<file path="config.mk">
export PLATFORM = sky130hd
export DESIGN_NAME = timestamp_sequence_id_generator
export DESIGN_NICKNAME = d
export VERILOG_FILES = /design/src/hdl/tsid_pkg.sv /design/src/hdl/tsid_core.sv /design/src/hdl/timestamp_sequence_id_generator.sv
export SDC_FILE = /design/constraint.sdc
export NUM_CORES = 1
export LEC_CHECK = 0
export BUFFER_PORTS_ARGS = -buffer_cell sky130_fd_sc_hd__buf_2
export CORE_UTILIZATION = 32
export CTS_CLUSTER_SIZE = 20
export DETAILED_ROUTE_END_ITERATION = 10
export PLACE_DENSITY_LB_ADDON = 0.1
export SLEW_MARGIN = 20
export SYNTH_ARGS = -nofsm -noshare
export SYNTH_HDL_FRONTEND = slang
export SYNTH_HIERARCHICAL = 1
export SYNTH_SLANG_ARGS = --single-unit
</file>
<file path="constraint.sdc">
create_clock -name clk -period 10 [get_ports clk]
set_clock_uncertainty 0.1 [all_clocks]
set_input_delay 2 -clock clk [delete_from_list [all_inputs] [get_ports clk]]
set_output_delay 2 -clock clk [all_outputs]
set_load 0.02 [all_outputs]
</file>
<file path="src/hdl/tsid_pkg.sv">
`timescale 1ns / 1ps

package tsid_pkg;

  localparam int SEQ_BITS_DEF    = 12;
  localparam int WORKER_BITS_DEF = 6;
  localparam int CENTER_BITS_DEF = 4;
  localparam int TIME_BITS_DEF   = 41;

  localparam int NOW_W     = 41;
  localparam int ID_W      = 63;
  localparam int STATUS_W  = 2;
  localparam int WORKER_W  = 6;
  localparam int CENTER_W  = 4;
  localparam int CFG_IDX_W = 8;
  localparam int CFG_DAT_W = 8;

  localparam logic [STATUS_W-1:0] ST_OK   = 2'd0;
  localparam logic [STATUS_W-1:0] ST_BACK = 2'd1;
  localparam logic [STATUS_W-1:0] ST_BUSY = 2'd2;

  localparam logic [CFG_IDX_W-1:0] CFG_WORKER = 8'd0;
  localparam logic [CFG_IDX_W-1:0] CFG_CENTER = 8'd1;

  typedef struct packed {
    logic [ID_W-1:0]     id;
    logic [STATUS_W-1:0] status;
  } result_t;

endpackage

</file>
<file path="src/hdl/tsid_core.sv">
`timescale 1ns / 1ps

module tsid_core #(
  parameter int SEQ_BITS    = tsid_pkg::SEQ_BITS_DEF,
  parameter int WORKER_BITS = tsid_pkg::WORKER_BITS_DEF,
  parameter int CENTER_BITS = tsid_pkg::CENTER_BITS_DEF,
  parameter int TIME_BITS   = tsid_pkg::TIME_BITS_DEF
) (
  input  logic                          clk,
  input  logic                          rst_n,
  input  logic                          step,
  input  logic                          op,
  input  logic [tsid_pkg::NOW_W-1:0]    now_ms,
  input  logic [tsid_pkg::WORKER_W-1:0] worker_id,
  input  logic [tsid_pkg::CENTER_W-1:0] center_id,
  output logic                          res_valid,
  output tsid_pkg::result_t             res
);

  localparam int PACK_W = TIME_BITS + CENTER_BITS + WORKER_BITS + SEQ_BITS;

  logic [TIME_BITS-1:0] last_time_r, last_time_nxt;
  logic                 time_seen_r, time_seen_nxt;
  logic [SEQ_BITS-1:0]  seq_r, seq_nxt;
  logic                 held_r, held_nxt;

  logic [TIME_BITS-1:0] now_t;
  logic [SEQ_BITS-1:0]  seq_inc;
  logic [SEQ_BITS-1:0]  seq_out;
  logic [PACK_W-1:0]    packed_id;

  assign now_t     = TIME_BITS'(now_ms);
  assign seq_inc   = seq_r + SEQ_BITS'(1);
  assign packed_id = {now_t, CENTER_BITS'(center_id), WORKER_BITS'(worker_id), seq_out};

  always_comb begin
    last_time_nxt = last_time_r;
    time_seen_nxt = time_seen_r;
    seq_nxt       = seq_r;
    held_nxt      = held_r;
    seq_out       = '0;
    res_valid     = 1'b0;
    res.status    = tsid_pkg::ST_OK;
    res.id        = '0;
    priority if (held_r) begin
      if (now_t > last_time_r) begin
        last_time_nxt = now_t;
        seq_nxt       = '0;
        held_nxt      = 1'b0;
        res_valid     = 1'b1;
        res.id        = tsid_pkg::ID_W'(packed_id);
      end else if (op) begin
        res_valid  = 1'b1;
        res.status = tsid_pkg::ST_BUSY;
      end
    end else if (op) begin
      if (time_seen_r && now_t < last_time_r) begin
        res_valid  = 1'b1;
        res.status = tsid_pkg::ST_BACK;
      end else if (time_seen_r && now_t == last_time_r) begin
        seq_nxt = seq_inc;
        seq_out = seq_inc;
        if (seq_inc == '0) begin
          held_nxt = 1'b1;
        end else begin
          res_valid = 1'b1;
          res.id    = tsid_pkg::ID_W'(packed_id);
        end
      end else begin
        seq_nxt       = '0;
        last_time_nxt = now_t;
        time_seen_nxt = 1'b1;
        res_valid     = 1'b1;
        res.id        = tsid_pkg::ID_W'(packed_id);
      end
    end
  end

  always_ff @(posedge clk) begin
    if (!rst_n) begin
      last_time_r <= '0;
      time_seen_r <= 1'b0;
      seq_r       <= '0;
      held_r      <= 1'b0;
    end else if (step) begin
      last_time_r <= last_time_nxt;
      time_seen_r <= time_seen_nxt;
      seq_r       <= seq_nxt;
      held_r      <= held_nxt;
    end
  end

endmodule

</file>
<file path="src/hdl/timestamp_sequence_id_generator.sv">
`timescale 1ns / 1ps
// Path from input transfer to result transfer: input register, then result register.
// Throughput: one item per cycle, sustained while out_tready stays high.
// Items that yield no result (updates while not held or with no newer time, sequence wrap) are consumed without output.
// Reset: rst_n synchronous active low; clears valid flags, worker and center ids, last time, sequence and hold.

module timestamp_sequence_id_generator #(
  parameter int SEQ_BITS    = tsid_pkg::SEQ_BITS_DEF,
  parameter int WORKER_BITS = tsid_pkg::WORKER_BITS_DEF,
  parameter int CENTER_BITS = tsid_pkg::CENTER_BITS_DEF,
  parameter int TIME_BITS   = tsid_pkg::TIME_BITS_DEF
) (
  input  logic                           clk,
  input  logic                           rst_n,
  input  logic                           in_tvalid,
  output logic                           in_tready,
  input  logic [47:0]                    in_tdata,   // [40:0] now_ms
  input  logic                           in_tuser,   // [0] op
  output logic                           out_tvalid,
  input  logic                           out_tready,
  output logic [63:0]                    out_tdata,  // [62:0] id_value
  output logic [tsid_pkg::STATUS_W-1:0]  out_tuser,  // [1:0] status
  input  logic                           cfg_valid,
  output logic                           cfg_ready,
  input  logic [tsid_pkg::CFG_IDX_W-1:0] cfg_index,
  input  logic [tsid_pkg::CFG_DAT_W-1:0] cfg_data
);

  logic                          in_v_r;
  logic                          op_r;
  logic [tsid_pkg::NOW_W-1:0]    now_r;
  logic                          out_v_r;
  tsid_pkg::result_t             out_r;
  logic [tsid_pkg::WORKER_W-1:0] worker_r;
  logic [tsid_pkg::CENTER_W-1:0] center_r;

  logic              out_room;
  logic              proc;
  logic              res_valid;
  tsid_pkg::result_t res;

  assign out_room  = !out_v_r || out_tready;
  assign proc      = in_v_r && out_room;
  assign in_tready = !in_v_r || proc;
  assign cfg_ready = 1'b1;

  assign out_tvalid = out_v_r;
  assign out_tdata  = {1'b0, out_r.id};
  assign out_tuser  = out_r.status;

  tsid_core #(
    .SEQ_BITS   (SEQ_BITS),
    .WORKER_BITS(WORKER_BITS),
    .CENTER_BITS(CENTER_BITS),
    .TIME_BITS  (TIME_BITS)
  ) u_core (
    .clk      (clk),
    .rst_n    (rst_n),
    .step     (proc),
    .op       (op_r),
    .now_ms   (now_r),
    .worker_id(worker_r),
    .center_id(center_r),
    .res_valid(res_valid),
    .res      (res)
  );

  always_ff @(posedge clk) begin
    if (!rst_n) begin
      worker_r <= '0;
      center_r <= '0;
    end else if (cfg_valid && cfg_ready) begin
      if (cfg_index == tsid_pkg::CFG_WORKER) begin
        worker_r <= cfg_data[tsid_pkg::WORKER_W-1:0];
      end else if (cfg_index == tsid_pkg::CFG_CENTER) begin
        center_r <= cfg_data[tsid_pkg::CENTER_W-1:0];
      end
    end
  end

  always_ff @(posedge clk) begin
    if (!rst_n) begin
      in_v_r <= 1'b0;
    end else if (in_tready) begin
      in_v_r <= in_tvalid;
    end
  end

  always_ff @(posedge clk) begin
    if (in_tvalid && in_tready) begin
      op_r  <= in_tuser;
      now_r <= in_tdata[tsid_pkg::NOW_W-1:0];
    end
  end

  always_ff @(posedge clk) begin
    if (!rst_n) begin
      out_v_r <= 1'b0;
    end else if (out_room) begin
      out_v_r <= proc && res_valid;
    end
  end

  always_ff @(posedge clk) begin
    if (proc && res_valid) begin
      out_r <= res;
    end
  end

endmodule

</file>
# Word-level counts from Yosys, hierarchy flattened
# Cells that the tools add are included.
# word_totals
register_bits	174
output_inout_bits	69
# classes
n_addsub	1
order_cmp	2
eq_ne	5
muxes	33
bitwise_logic	4
reduce_logical	17
# ops
cell	n
$mux W63	4
$mux W41	5
$mux W65	2
$mux W12	6
$eq A41 B41 Y1	1
$gt A41 B41 Y1	1
$lt A41 B41 Y1	1
$mux W1	14
$add A12 B1 Y12 const B	1
$logic_not A12 Y1	1
$reduce_and A5 Y1	2
$eq A8 B1 Y1 const B	1
$logic_not A8 Y1	1
$logic_and A1 B1 Y1	5
$mux W2	2
$ne A2 B1 Y1 const B	2
$not A1 Y1	4
$reduce_and A4 Y1	1
$reduce_and A3 Y1	1
$logic_not A1 Y1	2
$logic_or A1 B1 Y1	2
$ne A2 B2 Y1 const B	1
$reduce_and A2 Y1	1
$reduce_bool A2 Y1	1

# Logic depth before layout (Yosys ltp)
# logic_depth
ltp_word	9
mapped_depth	11
ltp_nobuf	11

# Hierarchy
# The synthesis kept the hierarchy.
# modules_own_cells
mod	instances	cells_per_inst	area_each_um2	seq_area_each_um2
tsid_core	1	558	4306.6	1101.1
timestamp_sequence_id_generator	1	166	3757.4	3453.3

# Least setup slack after synthesis
# OpenSTA, ideal clock, no wires.
# synth_timing
kind	reg-to-reg
from	register now_r[15] (netlist bit)
to	register out_r, in the netlist out_tdata[0], enable pin
arrival_ps	3964
required_ps	9470
setup_slack_ps	5506
stages_incl_launch_ff	10
path_buffers	0
period_less_slack_ps	4494
path_cell_list	edfxtp_1 > ha_1 > nand4_1 > nor3_1 > or4_1 > o21a_4 > nor3_1 > nor4_1 > a211oi_1 > and3_1
# synth_between
elab_chain_len	7
elab_cells_between_ends	11
# synth_rtl
element	line_no	text
start, declared	timestamp_sequence_id_generator.sv:31	logic [tsid_pkg::NOW_W-1:0] now_r;
start signal, assigned	timestamp_sequence_id_generator.sv:92	now_r <= in_tdata[tsid_pkg::NOW_W-1:0];
parallel branches: the longest is 5 deep, another holds $lt A41 B41 Y1	n/a	
$mux W1 *	tsid_core.sv:45	priority if (held_r) begin
net res_valid	timestamp_sequence_id_generator.sv:39	logic res_valid;
$logic_and A1 B1 Y1 *	timestamp_sequence_id_generator.sv:105	if (proc && res_valid) begin
end signal, assigned	timestamp_sequence_id_generator.sv:106	out_r <= res;
end, declared	timestamp_sequence_id_generator.sv:33	tsid_pkg::result_t out_r;
# Mark *: on every way through the listed nets, which the timed path passes.
# A chain may end at the register's enable or synchronous reset.

# Worst setup path in the final report
# layout_timing
from	input port out_tready
to	output port in_tready
# layout_between
elab_chain_len	3
# layout_rtl
element	line_no	text
start, declared	timestamp_sequence_id_generator.sv:20	input logic out_tready,
$logic_or A1 B1 Y1	timestamp_sequence_id_generator.sv:42	assign out_room = !out_v_r || out_tready;
$logic_and A1 B1 Y1	timestamp_sequence_id_generator.sv:43	assign proc = in_v_r && out_room;
$logic_or A1 B1 Y1	timestamp_sequence_id_generator.sv:44	assign in_tready = !in_v_r || proc;
end, declared	timestamp_sequence_id_generator.sv:16	output logic in_tready,
# No other way between the ends.

==> reports/results.md <==
• result of the run: completed
• Bufs on Longest Clock Path: 2
• H-tree lvl count: 4
• Final min period: 4590 ps
• Cell Area, Synth: 8060 um2
• cell leakage power: 3.57 nW
• Vias: 5497
• synthesized area per cell: 11.1 um2
• clock slew seen by the registers of the worst setup and hold paths: 70 ps
• CP max stage cell: nand3b_1
• number of setup violations in the final report: 0
• category of the worst setup path launch point: primary input
• IO Count: 139
• Setup Crit Path Kind: primary input to output pin
• Final GP Congestion: 0.800
• signal arrival time at the worst endpoint: 2490 ps
• largest incremental delay on the critical path: 200 ps
• cell with the most instances on the worst path: buf_2
• Routed wire per std cell: 15.0 um
• Post-Layout Inst Area: 9520 um2
• Remaining DRCs: 0
• total placed instance area: 8950 um2
• drt first pass iters: 4
• Hold Fails Final Rpt: 0
• global-route wire length before repair: 28400 um
• # nets final: 948
• CTS buffer count: 17
• largest net degree at the start of global routing: 113
• remaining number of nets flagged by the antenna check after routing: 0
• TritonCTS clock tree: yes
• area share of the largest cell type after synthesis: 39.8%
• number of clock sinks: 174
• proportion of layout cells with a drive suffix above 1: 22.0%
• WP buf/inv: 2
• Max Clk Rate: 0.218 GHz
• Power Dens Cells: 166 nW/um2
• share of synthesized area occupied by flip-flops and latches: 56.5%
• peak ir drop on the vdd network: 0.0869 mV
• post-synth top area cell: edfxtp_1
• net count of the mapped netlist: 836
• transition time at the pin with the least slew margin: 956 ps
• setup repair after global routing missed its margin: false
• CP top delay family: buffers and inverters
• Initial Utilization: 32.9%
• width of the die: 161 um
• dominant synthesized flop cell: edfxtp_1
• total negative slack for setup checks: 0 ps
• ys async rst share: 0%
• cts-stage hold buffer count: 0
• post-detailed-route via-to-cell ratio: 4.69
• half-perimeter wire length after detailed placement: 12200 um
• number of distinct library cells after synthesis: 60
• part of the cycle the worst path needs: 45.9%
• number of input and output port buffers inserted: 127
• number of maximum-capacitance violations: 0
• Final Routed Wirelength: 17600 um
• cells after synthesis: 724
• count of buffers added by post-CTS timing repair for setup: 0
• number of antenna violations at the first check in global routing: 0
• number of DRC violations after detailed-routing iteration 0: 190
• endpoint class of the critical path: output pin
• cell-by-cell listing of the critical path: buf_2 > nand3b_1 > buf_2
• GRT Util Overall: 14.1%
• core area: 24500 um2
• worst hold-check path type: flop to flop
• die footprint: 25800 um2
• master cell of the clock root buffer: clkbuf_16
• number of enable-type register cells in the synthesized netlist: 107
• Max-slew headroom: 36.3%
• Layout area overhead: 18.1%
• yosys warns: 6
• global route total overflow: 0
• Synth Register Bits: 174
• number of global-route vias before repair: 5606
• worst-path fanout max: 3
• number of pins exceeding their max-slew limit in the final report: 0
• vertical die dimension: 161 um
• antenna diode count: 0
• Worst EP required: 7900 ps
• Row Count: 57
• later-pin clock latency in the skew report: 430 ps
• number of gates resized after cts: 0
• Area contributors post-synth: edfxtp_1, dfxtp_1, mux2i_1
[logic make-up after synthesis]
logic type      Yosys count  share of synthesized area, %
mux                      56                          6.95
xor+xnor                 10                          1.09
buf+inv                  94                          5.21
fa+ha+maj                42                          6.52
simple gates            235                          13.7
flops                   174                          56.5
other cells               2                        0.0931
compound gates          111                          9.96
[worst min-delay path, stage by stage, from the launching register on]
cell	delay, ps
dfxtp_1	310
nand2_1	50
mux2i_1	50
[power by group]
| part | internal (W) | switching [W] |
|---|---|---|
| Clock | 0.000335 | 0.000303 |
| Sequential | 0.000789 | 0.0000139 |
| Combinational | 0.0000512 | 0.0000848 |
| Total | 0.00118 | 0.000402 |
[synth_stat cells, types with 11 or more instances]
master    count
a21boi_1     49
a21oi_1      22
clkbuf_1     27
dfxtp_1      67
edfxtp_1    107
ha_1         42
inv_1        54
mux2i_1      56
nand2_1     133
nand4_1      12
nor2_1       27
nor3_1       11
[layout make-up]
class,count,area (um2)
Inverter,54,203
Timing Repair Buffer,133,699
Fill cell,2412,15000
Clock buffer,18,439
Tap cell,324,405
Sequential cell,174,4550
Multi-Input combinational cell,456,3100
Clock inverter,14,121
[layout by cell type (no fill, tap or decap), types with 3 or more instances in the layout]
cell type  instances
a211oi_1           3
a21boi_0           4
a21boi_1          49
a21oi_1           22
and3_1             3
buf_2            126
buf_4              5
clkbuf_16         17
dfxtp_1           67
edfxtp_1         107
ha_1              42
inv_1             54
inv_4              3
inv_8              5
mux2i_1           56
nand2_1          133
nand2b_1           3
nand3_1           10
nand4_1           12
nor2_1            27
nor3_1            11
nor4_1             3
o21ai_0            4
o21ai_1            7
or2_2              7
or4_1              4
xnor2_1            5
xor2_1             5
[per-layer routing]
| metal | up-vias | share of wire, % | global-route usage [%] |
|---|---|---|---|
| met5 | - | 0 | 0 |
| met2 | 94 | 50 | 24.3 |
| met3 | 19 | 3.1 | 2.63 |
| li1 | 2756 | - | - |
| met4 | 0 | 1.6 | 5.15 |
| met1 | 2628 | 46 | 17.6 |
[per-stage QoR]
stage	util, %	power (W)	setup slack (ps)	hold slack (ps)	std cells
finish	38.8	0.00158	5410	355	1173
global route	38.8	0.00165	5400	375	1173
CTS	38.8	0.00161	5400	359	1173
detailed placement	36.5	0.000958	5400	347	1141
global placement	36.4	0.000953	5410	340	1140
floorplan	-	0.000910	5510	331	724
[state kept, by name, indices dropped and copies added (netlist names)]
register	cells
center_r	4
in_v_r	1
now_r	41
op_r	1
out_tdata	63
out_tuser	2
out_tvalid	1
u_core/held_r	1
u_core/last_time_r	41
u_core/seq_r	12
u_core/time_seen_r	1
worker_r	6
[path summary, 6_finish.rpt]
| check | startpoint | to | slack (ps) | cells after the start |
|---|---|---|---|---|
| min | u_core/last_time_r[37]$_SDFFE_PN0P_ | u_core/last_time_r[37]$_SDFFE_PN0P_ | 360 | 2 |
| max reg2reg | now_r[14]$_DFFE_PP_ | out_tdata[29]$_DFFE_PP_ | 5710 | 9 |
| max | out_tready | in_tready | 5410 | 3 |
| min reg2reg | u_core/last_time_r[37]$_SDFFE_PN0P_ | u_core/last_time_r[37]$_SDFFE_PN0P_ | 360 | 2 |
Power figures use the tool's default switching activity.
